[src/rtl/core/rlmdc_pkg.sv]
// shared types, sizes and codes for the resource lock manager
package rlmdc_pkg;

   // sizing
   localparam int NUM_PROCESSES = 16;
   localparam int NUM_RESOURCES = 16;
   localparam int PROC_W = $clog2(NUM_PROCESSES);
   localparam int RES_W  = $clog2(NUM_RESOURCES);
   localparam int LEN_W  = $clog2(NUM_PROCESSES + 1);
   localparam int CNT_W  = $clog2(NUM_RESOURCES + 1);
   localparam int ADDR_W = RES_W + PROC_W;

   // operation kinds
   localparam logic [1:0] KIND_REQUEST = 2'd0;
   localparam logic [1:0] KIND_FREE    = 2'd1;
   localparam logic [1:0] KIND_CHECK   = 2'd2;

   // response codes
   localparam logic [2:0] RSP_AVAIL = 3'd0;
   localparam logic [2:0] RSP_WAIT  = 3'd1;
   localparam logic [2:0] RSP_TERM  = 3'd2;
   localparam logic [2:0] RSP_KILL  = 3'd3;
   localparam logic [2:0] RSP_NONE  = 3'd4;

   // request transaction
   typedef struct packed {
      logic [1:0] kind;
      logic [3:0] process_id;
      logic [3:0] resource_id;
   } req_type;

   // response transaction
   typedef struct packed {
      logic [2:0] response;
      logic [5:0] count_first;
      logic [4:0] count_second;
   } rsp_type;

   // controller to datapath
   typedef struct packed {
      logic       accept;
      logic       res_item;
      logic       res_clear;
      logic       res_next;
      logic       pos_clear;
      logic       pos_next;
      logic       read_pos;
      logic       read_next;
      logic       write_pos;
      logic       append;
      logic       len_dec;
      logic       hold_pid;
      logic       hold_data;
      logic       hold_free;
      logic       waits_inc;
      logic       held_inc;
      logic       seen_set;
      logic       adj_clear;
      logic       adj_mark;
      logic       alive_init;
      logic       alive_step;
      logic       emit;
      logic [2:0] code;
   } cmd_type;

   // datapath to controller
   typedef struct packed {
      logic [1:0] kind;
      logic       item_ok;
      logic       res_ok;
      logic       seen;
      logic       pos_at_len;
      logic       pos1_at_len;
      logic       match;
      logic       holder_valid;
      logic       holder_is_pid;
      logic       len_full;
      logic       len_zero;
      logic       res_last;
      logic       iter_last;
      logic       alive_p;
      logic       out_free;
   } status_type;

endpackage

[src/rtl/core/rlmdc_datapath.sv]
// lock tables, wait queue memory, wait-for graph and response register
module rlmdc_datapath import rlmdc_pkg::*; (
   input  logic       clock,
   input  logic       reset,
   input  req_type    req_data,
   input  cmd_type    cmd,
   output status_type status,
   input  logic       rsp_stall,
   output logic       rsp_valid,
   output rsp_type    rsp_data
);

   req_type             item_ff, item_in;
   logic [RES_W-1:0]    res_ff, res_in;
   logic [LEN_W-1:0]    pos_ff, pos_in;
   logic [PROC_W-1:0]   iter_ff, iter_in;
   logic [PROC_W-1:0]   rd_data_ff;
   logic [CNT_W-1:0]    held_ff, held_in;
   logic [CNT_W-1:0]    waits_ff, waits_in;
   logic                rsp_valid_ff, rsp_valid_in;
   rsp_type             rsp_data_ff, rsp_data_in;
   logic [NUM_PROCESSES-1:0] alive_ff, alive_in;
   logic [NUM_PROCESSES-1:0] seen_ff;

   logic [LEN_W-1:0]    len_ff [NUM_RESOURCES];
   logic [NUM_RESOURCES-1:0] holder_valid_ff;
   logic [PROC_W-1:0]   holder_id_ff [NUM_RESOURCES];
   logic [NUM_PROCESSES-1:0] adj_ff [NUM_PROCESSES];
   logic [PROC_W-1:0]   queue_mem [2**ADDR_W];

   logic [PROC_W-1:0]   pid;
   logic [LEN_W-1:0]    len_cur;
   logic [LEN_W-1:0]    rd_pos;
   logic [ADDR_W-1:0]   rd_addr;
   logic [ADDR_W-1:0]   wr_addr;
   logic [PROC_W-1:0]   wr_data;

   assign pid     = PROC_W'(item_ff.process_id);
   assign len_cur = len_ff[res_ff];

   // status toward the controller
   always_comb begin
      status.kind          = item_ff.kind;
      status.item_ok       = int'(item_ff.process_id) < NUM_PROCESSES;
      status.res_ok        = int'(item_ff.resource_id) < NUM_RESOURCES;
      status.seen          = seen_ff[pid];
      status.pos_at_len    = pos_ff >= len_cur;
      status.pos1_at_len   = ({1'b0, pos_ff} + (LEN_W+1)'(1)) >= {1'b0, len_cur};
      status.match         = rd_data_ff == pid;
      status.holder_valid  = holder_valid_ff[res_ff];
      status.holder_is_pid = holder_id_ff[res_ff] == pid;
      status.len_full      = len_cur == LEN_W'(NUM_PROCESSES);
      status.len_zero      = len_cur == '0;
      status.res_last      = res_ff == RES_W'(NUM_RESOURCES - 1);
      status.iter_last     = iter_ff == PROC_W'(NUM_PROCESSES - 1);
      status.alive_p       = alive_ff[pid];
      status.out_free      = !rsp_valid_ff || !rsp_stall;
   end

   // queue memory addressing
   always_comb begin
      rd_pos  = cmd.read_next ? pos_ff + LEN_W'(1) : pos_ff;
      rd_addr = {res_ff, rd_pos[PROC_W-1:0]};
      wr_addr = cmd.append ? {res_ff, len_cur[PROC_W-1:0]} : {res_ff, pos_ff[PROC_W-1:0]};
      wr_data = cmd.append ? pid : rd_data_ff;
   end

   always_ff @(posedge clock) begin
      if (cmd.read_pos || cmd.read_next) begin
         rd_data_ff <= queue_mem[rd_addr];
      end
      if (cmd.write_pos || cmd.append) begin
         queue_mem[wr_addr] <= wr_data;
      end
   end

   // counters and item capture
   always_comb begin
      item_in  = cmd.accept ? req_data : item_ff;
      res_in   = res_ff;
      held_in  = held_ff;
      waits_in = waits_ff;
      pos_in   = pos_ff;
      iter_in  = iter_ff;
      if (cmd.res_item) begin
         res_in = RES_W'(item_ff.resource_id);
      end else if (cmd.res_clear) begin
         res_in   = '0;
         held_in  = '0;
         waits_in = '0;
      end else if (cmd.res_next) begin
         res_in = res_ff + RES_W'(1);
      end
      if (cmd.held_inc) begin
         held_in = held_ff + CNT_W'(1);
      end
      if (cmd.waits_inc) begin
         waits_in = waits_ff + CNT_W'(1);
      end
      if (cmd.pos_clear) begin
         pos_in = '0;
      end else if (cmd.pos_next) begin
         pos_in = pos_ff + LEN_W'(1);
      end
      if (cmd.alive_init) begin
         iter_in = '0;
      end else if (cmd.alive_step) begin
         iter_in = iter_ff + PROC_W'(1);
      end
   end

   // prune processes with no live successor
   always_comb begin
      alive_in = alive_ff;
      if (cmd.alive_init) begin
         alive_in = '1;
      end else if (cmd.alive_step) begin
         for (int q = 0; q < NUM_PROCESSES; q++) begin
            alive_in[q] = alive_ff[q] & (|(adj_ff[q] & alive_ff));
         end
      end
   end

   // response register
   always_comb begin
      rsp_valid_in = rsp_valid_ff && rsp_stall;
      rsp_data_in  = rsp_data_ff;
      if (cmd.emit) begin
         rsp_valid_in              = 1'b1;
         rsp_data_in.response      = cmd.code;
         rsp_data_in.count_first   = '0;
         rsp_data_in.count_second  = '0;
         case (cmd.code)
            RSP_WAIT: rsp_data_in.count_first = 6'(len_cur);
            RSP_TERM: rsp_data_in.count_first = 6'(held_ff) + 6'(waits_ff);
            RSP_KILL: begin
               rsp_data_in.count_first  = 6'(held_ff);
               rsp_data_in.count_second = 5'(waits_ff);
            end
            default: rsp_data_in.count_first = '0;
         endcase
      end
   end

   assign rsp_valid = rsp_valid_ff;
   assign rsp_data  = rsp_data_ff;

   // payload and working registers
   always_ff @(posedge clock) begin
      item_ff     <= item_in;
      res_ff      <= res_in;
      pos_ff      <= pos_in;
      iter_ff     <= iter_in;
      held_ff     <= held_in;
      waits_ff    <= waits_in;
      alive_ff    <= alive_in;
      rsp_data_ff <= rsp_data_in;
      if (cmd.adj_clear) begin
         for (int q = 0; q < NUM_PROCESSES; q++) begin
            adj_ff[q] <= '0;
         end
      end else if (cmd.adj_mark) begin
         adj_ff[rd_data_ff][holder_id_ff[res_ff]] <= 1'b1;
      end
      if (cmd.hold_pid) begin
         holder_id_ff[res_ff] <= pid;
      end else if (cmd.hold_data) begin
         holder_id_ff[res_ff] <= rd_data_ff;
      end
   end

   // lock table control state
   always_ff @(posedge clock) begin
      if (reset) begin
         rsp_valid_ff    <= 1'b0;
         seen_ff         <= '0;
         holder_valid_ff <= '0;
         for (int r = 0; r < NUM_RESOURCES; r++) begin
            len_ff[r] <= '0;
         end
      end else begin
         rsp_valid_ff <= rsp_valid_in;
         if (cmd.seen_set) begin
            seen_ff[pid] <= 1'b1;
         end
         if (cmd.hold_pid || cmd.hold_data) begin
            holder_valid_ff[res_ff] <= 1'b1;
         end else if (cmd.hold_free) begin
            holder_valid_ff[res_ff] <= 1'b0;
         end
         if (cmd.append) begin
            len_ff[res_ff] <= len_cur + LEN_W'(1);
         end else if (cmd.len_dec) begin
            len_ff[res_ff] <= len_cur - LEN_W'(1);
         end
      end
   end

endmodule

[src/rtl/core/rlmdc_ctrl.sv]
// sequencer for request, free and deadlock check operations
module rlmdc_ctrl import rlmdc_pkg::*; (
   input  logic       clock,
   input  logic       reset,
   input  logic       req_valid,
   output logic       req_stall,
   input  status_type status,
   output cmd_type    cmd
);

   typedef enum logic [4:0] {
      S_IDLE, S_DISPATCH, S_F_RD, S_F_CHK, S_Q_AFTER, S_Q_TAKE,
      S_DROP_RD, S_DROP_WR, S_REL_START, S_R_FIND, S_R_AFTER, S_R_HAND,
      S_R_HRD, S_R_HWR, S_R_NEXT, S_B_START, S_B_RD, S_B_MARK, S_ITER,
      S_DECIDE, S_EMIT
   } state_type;

   state_type  state_ff, state_in;
   state_type  ret_ff, ret_in;
   logic       found_ff, found_in;
   logic       mode_rel_ff, mode_rel_in;
   logic [2:0] code_ff, code_in;

   assign req_stall = state_ff != S_IDLE;

   // next state and commands
   always_comb begin
      state_in    = state_ff;
      ret_in      = ret_ff;
      found_in    = found_ff;
      mode_rel_in = mode_rel_ff;
      code_in     = code_ff;
      cmd         = '0;
      cmd.code    = code_ff;
      case (state_ff)
         S_IDLE: begin
            if (req_valid) begin
               cmd.accept = 1'b1;
               state_in   = S_DISPATCH;
            end
         end
         S_DISPATCH: begin
            if (!status.item_ok) begin
               state_in = S_IDLE;
            end else begin
               case (status.kind)
                  KIND_REQUEST: begin
                     if (status.res_ok) begin
                        cmd.res_item  = 1'b1;
                        cmd.pos_clear = 1'b1;
                        cmd.seen_set  = 1'b1;
                        found_in      = 1'b0;
                        mode_rel_in   = 1'b0;
                        state_in      = S_F_RD;
                     end else begin
                        state_in = S_IDLE;
                     end
                  end
                  KIND_FREE: begin
                     if (status.seen) begin
                        code_in     = RSP_TERM;
                        mode_rel_in = 1'b1;
                        state_in    = S_REL_START;
                     end else begin
                        state_in = S_IDLE;
                     end
                  end
                  KIND_CHECK: begin
                     if (status.seen) begin
                        state_in = S_B_START;
                     end else begin
                        code_in  = RSP_NONE;
                        state_in = S_EMIT;
                     end
                  end
                  default: state_in = S_IDLE;
               endcase
            end
         end
         // search the queue of the current resource for the process
         S_F_RD: begin
            if (status.pos_at_len) begin
               state_in = mode_rel_ff ? S_R_AFTER : S_Q_AFTER;
            end else begin
               cmd.read_pos = 1'b1;
               state_in     = S_F_CHK;
            end
         end
         S_F_CHK: begin
            if (status.match) begin
               found_in = 1'b1;
               state_in = mode_rel_ff ? S_R_AFTER : S_Q_AFTER;
            end else begin
               cmd.pos_next = 1'b1;
               state_in     = S_F_RD;
            end
         end
         // request outcome
         S_Q_AFTER: begin
            if (!status.holder_valid) begin
               if (found_ff) begin
                  ret_in   = S_Q_TAKE;
                  state_in = S_DROP_RD;
               end else begin
                  state_in = S_Q_TAKE;
               end
            end else begin
               if (!found_ff && !status.len_full) begin
                  cmd.append = 1'b1;
               end
               code_in  = RSP_WAIT;
               state_in = S_EMIT;
            end
         end
         S_Q_TAKE: begin
            cmd.hold_pid = 1'b1;
            code_in      = RSP_AVAIL;
            state_in     = S_EMIT;
         end
         // remove the entry at the current position, closing the gap
         S_DROP_RD: begin
            if (status.pos1_at_len) begin
               cmd.len_dec = 1'b1;
               state_in    = ret_ff;
            end else begin
               cmd.read_next = 1'b1;
               state_in      = S_DROP_WR;
            end
         end
         S_DROP_WR: begin
            cmd.write_pos = 1'b1;
            cmd.pos_next  = 1'b1;
            state_in      = S_DROP_RD;
         end
         // release every wait and lock of the process
         S_REL_START: begin
            cmd.res_clear = 1'b1;
            state_in      = S_R_FIND;
         end
         S_R_FIND: begin
            cmd.pos_clear = 1'b1;
            found_in      = 1'b0;
            state_in      = S_F_RD;
         end
         S_R_AFTER: begin
            if (found_ff) begin
               cmd.waits_inc = 1'b1;
               ret_in        = S_R_HAND;
               state_in      = S_DROP_RD;
            end else begin
               state_in = S_R_HAND;
            end
         end
         S_R_HAND: begin
            if (status.holder_valid && status.holder_is_pid) begin
               cmd.held_inc = 1'b1;
               if (status.len_zero) begin
                  cmd.hold_free = 1'b1;
                  state_in      = S_R_NEXT;
               end else begin
                  cmd.pos_clear = 1'b1;
                  state_in      = S_R_HRD;
               end
            end else begin
               state_in = S_R_NEXT;
            end
         end
         S_R_HRD: begin
            cmd.read_pos = 1'b1;
            state_in     = S_R_HWR;
         end
         S_R_HWR: begin
            cmd.hold_data = 1'b1;
            ret_in        = S_R_NEXT;
            state_in      = S_DROP_RD;
         end
         S_R_NEXT: begin
            if (status.res_last) begin
               state_in = S_EMIT;
            end else begin
               cmd.res_next = 1'b1;
               state_in     = S_R_FIND;
            end
         end
         // build the process wait-for matrix
         S_B_START: begin
            cmd.res_clear = 1'b1;
            cmd.adj_clear = 1'b1;
            cmd.pos_clear = 1'b1;
            state_in      = S_B_RD;
         end
         S_B_RD: begin
            if (status.pos_at_len) begin
               if (status.res_last) begin
                  cmd.alive_init = 1'b1;
                  state_in       = S_ITER;
               end else begin
                  cmd.res_next  = 1'b1;
                  cmd.pos_clear = 1'b1;
               end
            end else begin
               cmd.read_pos = 1'b1;
               state_in     = S_B_MARK;
            end
         end
         S_B_MARK: begin
            cmd.adj_mark = status.holder_valid;
            cmd.pos_next = 1'b1;
            state_in     = S_B_RD;
         end
         // prune until only processes that reach a cycle remain
         S_ITER: begin
            cmd.alive_step = 1'b1;
            if (status.iter_last) begin
               state_in = S_DECIDE;
            end
         end
         S_DECIDE: begin
            if (status.alive_p) begin
               code_in     = RSP_KILL;
               mode_rel_in = 1'b1;
               state_in    = S_REL_START;
            end else begin
               code_in  = RSP_NONE;
               state_in = S_EMIT;
            end
         end
         S_EMIT: begin
            if (status.out_free) begin
               cmd.emit = 1'b1;
               state_in = S_IDLE;
            end
         end
         default: state_in = S_IDLE;
      endcase
   end

   // state and registered controls
   always_ff @(posedge clock) begin
      if (reset) begin
         state_ff    <= S_IDLE;
         ret_ff      <= S_IDLE;
         found_ff    <= 1'b0;
         mode_rel_ff <= 1'b0;
         code_ff     <= RSP_NONE;
      end else begin
         state_ff    <= state_in;
         ret_ff      <= ret_in;
         found_ff    <= found_in;
         mode_rel_ff <= mode_rel_in;
         code_ff     <= code_in;
      end
   end

endmodule

[src/rtl/core/resource_lock_manager_deadlock_check_top.sv]
// top level of the resource lock manager with deadlock check
// Takes one command transaction at a time: request a resource, free a process, or check a
// process for deadlock. Each resource has one holder and a FIFO wait queue kept in a
// single-port memory; every queue step is a registered read, then its use. A free scans
// every resource queue. A check first scans all queues to build the wait-for matrix, then
// prunes it; on a deadlock it runs the same release as a free.
// The response register lets a new command be taken while a response is still stalled.
module resource_lock_manager_deadlock_check_top import rlmdc_pkg::*; (
   input  logic    clock,
   input  logic    reset,
   input  logic    req_valid,
   output logic    req_stall,
   input  req_type req_data,
   output logic    rsp_valid,
   input  logic    rsp_stall,
   output rsp_type rsp_data
);

   cmd_type    cmd;
   status_type status;

   // sequencer
   rlmdc_ctrl u_ctrl (
      .clock     (clock),
      .reset     (reset),
      .req_valid (req_valid),
      .req_stall (req_stall),
      .status    (status),
      .cmd       (cmd)
   );

   // tables, queues and response register
   rlmdc_datapath u_datapath (
      .clock     (clock),
      .reset     (reset),
      .req_data  (req_data),
      .cmd       (cmd),
      .status    (status),
      .rsp_stall (rsp_stall),
      .rsp_valid (rsp_valid),
      .rsp_data  (rsp_data)
   );

endmodule

[config.mk]
export PLATFORM = sky130hd
export DESIGN_NAME = resource_lock_manager_deadlock_check_top
export DESIGN_NICKNAME = d
export VERILOG_FILES = /design/src/rtl/core/rlmdc_pkg.sv /design/src/rtl/core/rlmdc_datapath.sv /design/src/rtl/core/rlmdc_ctrl.sv /design/src/rtl/core/resource_lock_manager_deadlock_check_top.sv
export SDC_FILE = /design/constraint.sdc
export NUM_CORES = 2
export LEC_CHECK = 0
export ABC_AREA = 1
export BUFFER_PORTS_ARGS = -buffer_cell sky130_fd_sc_hd__buf_2
export CORE_MARGIN = 2
export CORE_UTILIZATION = 45
export CTS_BUF_LIST = sky130_fd_sc_hd__clkbuf_8
export DETAILED_ROUTE_END_ITERATION = 10
export SYNTH_ARGS = -nofsm -noshare
export SYNTH_HDL_FRONTEND = slang
export SYNTH_SLANG_ARGS = --single-unit
[constraint.sdc]
create_clock -name clock -period 16.9 [get_ports clock]
set_input_delay 2.535 -clock clock [delete_from_list [all_inputs] [get_ports clock]]
set_output_delay 2.535 -clock clock [all_outputs]
set_load 0.005 [all_outputs]
# After elaboration in Yosys (flattened, before gate mapping)

Memory sizes are Yosys's and may differ from the RTL's. A register that Yosys moved wholly into a read port is not among the register bits.
Cells that the tools add are included.

Bits in writable memories: 1424
Bits in latches: 0
Flip-flop bits (word level): 111
Memory bits (read-only): 0
Memories kept: 4
Output and inout port bits: 16
Input bits: 14
Logic and storage cells: 318

Equality and inequality tests: 47
Add/subtract/negate cells: 9
Muxes and demuxes: 135
Order comparisons: 8
Div/mod/pow operators: 0
Reduce and logical (&&, ||, !) cells: 57
Shift operators: 0
Multipliers: 0
Bitwise logic cells: 38

Memory list:

| memory                  | words | width | rd ports | clocked after memory_dff | wr ports | line                 | RTL |
|---|---|---|---|---|---|---|---|
| u_datapath.queue_mem    | 256   | 4     | 1        | 1                        | 1        | rlmdc_datapath.sv:29 | `logic [PROC_W-1:0] queue_mem [2**ADDR_W];` |
| u_datapath.adj_ff       | 16    | 16    | 16       | 0                        | 16       | rlmdc_datapath.sv:28 | `logic [NUM_PROCESSES-1:0] adj_ff [NUM_PROCESSES];` |
| u_datapath.len_ff       | 16    | 5     | 1        | 1                        | 16       | rlmdc_datapath.sv:25 | `logic [LEN_W-1:0] len_ff [NUM_RESOURCES];` |
| u_datapath.holder_id_ff | 16    | 4     | 1        | 1                        | 1        | rlmdc_datapath.sv:27 | `logic [PROC_W-1:0] holder_id_ff [NUM_RESOURCES];` |

Operators with widths:

| kind                                                                                 | count |
|---|---|
| 16-bit AND                                                                           | 17 |
| 16-bit OR reduction                                                                  | 17 |
| 5-bit two-way mux                                                                    | 22 |
| 5-bit case mux with 19 select lines                                                  | 1 |
| 16-bit two-way mux                                                                   | 5 |
| 1-bit two-way mux                                                                    | 67 |
| 4-bit two-way mux                                                                    | 14 |
| 5-bit by 4-bit equality test with 1-bit output (second input constant)               | 8 |
| 16-bit OR                                                                            | 2 |
| 5-bit equality test (second input constant)                                          | 6 |
| 5-bit case mux with 3 select lines                                                   | 2 |
| 5-bit by 1-bit adder with 5-bit output (second input constant)                       | 4 |
| 5-bit by 3-bit equality test with 1-bit output (second input constant)               | 4 |
| 6-bit case mux with 3 select lines                                                   | 1 |
| 1-bit AND                                                                            | 16 |
| 16-bit NOT                                                                           | 1 |
| 4-bit by 5-bit less-than comparator with 1-bit output (second input constant)        | 3 |
| 3-bit inequality test (second input constant)                                        | 5 |
| 2-bit inequality test (second input constant)                                        | 7 |
| 1-bit binary-select mux with 4-bit select                                            | 3 |
| 1-bit demux with 4-bit select                                                        | 3 |
| 4-bit by 1-bit greater-or-equal comparator with 1-bit output (second input constant) | 3 |
| 3-bit two-way mux                                                                    | 4 |
| 3-bit case mux with 4 select lines                                                   | 1 |
| 36 further kinds                                                                     | 78 |

# Logic depth before layout (Yosys ltp)

Depth after elaboration: 12
Depth in mapped cells: 33
Gate-level depth less buffers: 28

# By module

Synthesis repeated with hierarchy kept, for this count alone.

Cells, all modules: 7233
Area, all modules: 68902.3 sq um

By module, submodules not included:

| module         | area each (sq um) | instances | cells an instance |
|---|---|---|---|
| rlmdc_datapath | 67553.5           | 1         | 6991 |
| rlmdc_ctrl     | 1348.8            | 1         | 242 |

# Worst setup path after synthesis

No wires, ideal clock.

Path kind: reg2reg
From: reg u_datapath.res_ff[0]
To: mem u_datapath.queue_mem[0][0] (netlist name), data pin
Cell stages (with the launch flop): 14
Path buffers: 2
Clock period less this slack: 13.789 ns
Data arrival time: 11.603 ns
Slack: 3.111 ns
Cells stage by stage: edfxtp_1 -> inv_2 -> nand2_1 -> inv_1 -> buf_2 -> a22oi_1 -> o21ai_0 -> nand2_1 -> nand4_2 -> nand2_1 -> nor2_2 -> o21ai_4 -> buf_4 -> o21ai_0

Word-level cells in the longest chain between the ends: 5

Ends and longest elaborated chain:

| element                                   | line                  | RTL |
|---|---|---|
| start: declaration                        | rlmdc_datapath.sv:14  | `logic [RES_W-1:0] res_ff, res_in;` |
| start signal: assignment                  | rlmdc_datapath.sv:151 | `res_ff <= res_in;` |
| 1-bit binary-select mux with 4-bit select | rlmdc_datapath.sv:50  | `status.holder_valid = holder_valid_ff[res_ff];` |
| 1-bit two-way mux (not written as such)   | rlmdc_datapath.sv:50  |  |
| 1-bit two-way mux                         | rlmdc_ctrl.sv:100     | `if (!status.holder_valid) begin` |
| 1-bit two-way mux                         | rlmdc_ctrl.sv:35      | `case (state_ff)` |
| 4-bit two-way mux                         | rlmdc_datapath.sv:65  | `wr_data = cmd.append ? pid : rd_data_ff;` |
| named net u_datapath.wr_data[0]           | rlmdc_datapath.sv:36  | `logic [PROC_W-1:0] wr_data;` |
| end: declaration                          | rlmdc_datapath.sv:29  |  |

The timed path passes the listed nets, and every way through them passes these cells. The select of a mux whose other input is x is not followed.

==> results.tsv <==
stage	metric	value	unit
yosys	cells after synthesis	7221	
final_layout	Filler cells	14200	
floorplan	cell row count	143	
yosys	synth unique cells	52	
floorplan	CORE AREA	0.152	sq mm
critical_path	FF-to-FF End	u_datapath.rd_data_ff[2]	
grt	Global Route Usage Sum	0.244	
placed_design	Placer Congestion	0.852	
yosys	syn nets	7263	
placed_design	worst slack at placement	9.40	ns
floorplan	die area	0.155	sq mm
yosys	Async S/R FF share, synth	0	
final_layout	fin nets	7238	
yosys	top cells by count, synth	nand2_1, inv_1, edfxtp_1, nand3_1, nor2_1	
hold_path	Hold Path Class	register to register	
floorplan	chip height	394	um
clock_network	CTS tree	yes	
yosys	largest cells by area after synthesis	edfxtp_1, dfxtp_1, nand2_1, nand3_1, inv_1	
detailed_routing	drt via density	5.32	
yosys	yosys warns	0	
clock_network	post-CTS sizing	0	
sta	setup ws final	9.28	ns
power_and_ir_drop	maximum vdd drop	0.000132	V
clock_network	CTS Buffer Depth	4	
sta	Slew @ Worst Pin	1.27	ns
clock_network	worst-skew pair later-pin latency	1.00	ns
critical_path	startpoint types	register	
final_layout	final instance area	0.0749	sq mm
critical_path	R2R depth	27	
grt	global-route wire length before repair	292000	um
yosys	Synth Flop Type	edfxtp_1	
yosys	most instantiated library cell after synthesis	nand2_1	
clock_network	clock sink count	1541	
sta	final setup fails	0	
run	MaxCap Viol Count	0	
yosys	register area share after synthesis	0.627	
sta	fmax	0.131	GHz
sta	final hold slack	0.448	ns
grt	largest net degree at the start of global routing	213	
grt	number of global-route vias before repair	48400	
critical_path	crit path capture type	register	
grt	overflow left after global routing	0	
power_and_ir_drop	P per Cell Area	140	mW/mm^2
detailed_routing	post-route antenna net violation count	0	
sta	Clock Skew	0.0726	ns
critical_path	critical path class	register to register	
critical_path	Worst Path Max Fanout	89	
power_and_ir_drop	Leak	31.5	nW
final_layout	FF/Latch Area	0.0430	sq mm
final_layout	layout cells sized above 1	0.0792	
clock_network	hold buffers post-CTS	0	
sta	setup_tns	0	ns
critical_path	crit path capture	u_datapath.rd_data_ff[2]	
yosys	post-synthesis cell area	0.0685	sq mm
grt	antenna violations before repair	9	
yosys	area leader, netlist	edfxtp_1	
clock_network	CTS buffer count	280	
floorplan	I/O pin cnt	30	
detailed_routing	via count	50000	
sta	max-slew violation count	0	
power_and_ir_drop	Tot Pwr	0.0105	W
sta	unrepaired setup endpoints after global routing	false	
sta	final worst-path cycle share	0.451	
clock_network	Setup Buffers After CTS	0	
final_layout	area of the multi-input gates	0.0190	sq mm
detailed_routing	TritonRoute pass-1 iters	6	
sta	fin crit period	7.62	ns
detailed_routing	Avg WL per Cell	20.4	um
detailed_routing	# DRC	0	
clock_network	Clock Pin Slew Worst Setup and Hold Paths	0.06	ns
yosys	post-synthesis register bit count	1541	
sta	final hold vios	0	
yosys	top cell type's share of synthesized area	0.530	
critical_path	CP required	17.62	ns
yosys	EDFF count, synth	1210	
critical_path	crit path DAT	8.35	ns
floorplan	initial core utilization	0.452	
yosys	Synth Area per Inst	9.49	sq um
placed_design	Port Buffers	29	
outcome	status	complete, no violations	
sta	Slew HR	0.154	
placed_design	DP Area	0.0700	sq mm
final_layout	synth-to-layout area growth	9.26	%
clock_network	CTS H-tree lvls	5	
detailed_routing	Initial DRC Count	5093	
floorplan	Die X	394	um
placed_design	detailed placer's ending HPWL	110000	um
clock_network	CTS root buffer	clkbuf_8	
critical_path	reg-to-reg slack, setup	9.28	ns
detailed_routing	WL final	192000	um
worst min-delay path by stage:
| stage | from | end | slack [ns] | cells after the start |
|---|---|---|---|---|
| after CTS | u_datapath.seen_ff[10] | u_datapath.seen_ff[10] | 0.45 | 2 |
| after global routing | u_datapath.seen_ff[14] | u_datapath.seen_ff[14] | 0.47 | 2 |
| after floorplan | u_datapath.adj_ff[11][13] | u_datapath.adj_ff[11][13] | 0.42 | 2 |
| final | u_datapath.seen_ff[10] | u_datapath.seen_ff[10] | 0.45 | 2 |
| after global placement | u_datapath.alive_ff[7] | u_datapath.alive_ff[7] | 0.44 | 2 |
| after detailed placement | u_datapath.seen_ff[10] | u_datapath.seen_ff[10] | 0.44 | 2 |
registers in the layout, indices dropped and copies added, names as in the netlist, 5 cells and up, named ones only:
name / count
u_datapath.rsp_data: 14
u_datapath.len_ff: 80
u_datapath.seen_ff: 16
u_datapath.held_ff: 5
u_datapath.pos_ff: 5
u_datapath.alive_ff: 16
u_datapath.adj_ff: 256
u_datapath.queue_mem: 1024
u_datapath.holder_id_ff: 64
u_datapath.waits_ff: 5
u_ctrl.state_ff: 5
report_power, final:
group          total [W]  internal, W  switching (W)
Sequential       0.00436      0.00429      0.0000726
Combinational    0.00295     0.000695        0.00226
Clock            0.00317      0.00167        0.00150
Total             0.0105      0.00666        0.00383
area by class of cell:
class                   instances  area share
clock inverters               151     0.00886
inverters                    1281      0.0644
flip-flops and latches       1541       0.574
multi-input cells            4006       0.254
diodes                          2   0.0000669
well taps                    2030      0.0339
clock buffers                 305      0.0561
repair buffers                 86     0.00849
worst max-delay path: stages (launching register included):
cell	delay, ns
dfxtp_1	0.83
clkinv_1	0.75
o211ai_1	0.30
nand3_1	0.11
nand2_1	0.37
inv_2	0.13
ha_1	0.33
nand3_1	0.09
nand3_1	0.07
nor2_1	0.26
nand4_1	0.13
buf_4	0.37
nand2_4	0.39
buf_4	0.80
buf_4	0.85
nand2_1	0.15
nand3_1	0.14
nand3_1	0.13
nand3_1	0.12
nand2_1	0.06
nand2_1	0.21
nand2_1	0.16
inv_1	0.10
nand2_1	0.05
nand2_1	0.05
nand2_1	0.06
inv_1	0.10
nand2_1	0.06
metal layers:
layer  global-route usage  vias up  share of wire
li1                     -    23600              -
met1                0.337    24000           0.43
met2                0.387     2007           0.46
met3               0.0470      349          0.083
met4               0.0786        0          0.027
met5                    0        -              0
logic make-up (layout without fill, tap and decap cells):
logic type / after synthesis / after routing / synth area share
buffers and inverters: 1674 / 1823 / 0.0971
DFF: 1541 / 1541 / 0.627
and+or+nand+nor: 3303 / 3303 / 0.211
adders and majority gates: 28 / 28 / 0.00533
other: 0 / 2 / 0
muxes: 8 / 8 / 0.00117
xor gates and xnor gates: 22 / 22 / 0.00281
AOI/OAI and AO/OA: 645 / 645 / 0.0558
cell usage in the layout, fill, tap and decap left out, types with 18 or more instances in the layout:
cell type and instances:
nand2_1 1672, inv_1 1342, edfxtp_1 1210, nand3_1 1030, nor2_1 382, dfxtp_1 329, clkbuf_8 305, o21ai_0 271
o22ai_1 124, a21oi_1 101, nor2_2 83, buf_4 52, clkinv_1 51, nand4_1 44, o211ai_1 43, a221oi_1 35
buf_2 29, ha_1 26, nand2_4 21, nor3_1 18
per-stage QoR:
stage | std cells | util
floorplan | 7221 | -
global placement | 8944 | 0.462
detailed placement | 8944 | 0.462
CTS | 9400 | 0.494
global route | 9402 | 0.494
finish | 9402 | 0.494
Note: power is estimated with default switching activity, not from simulation.
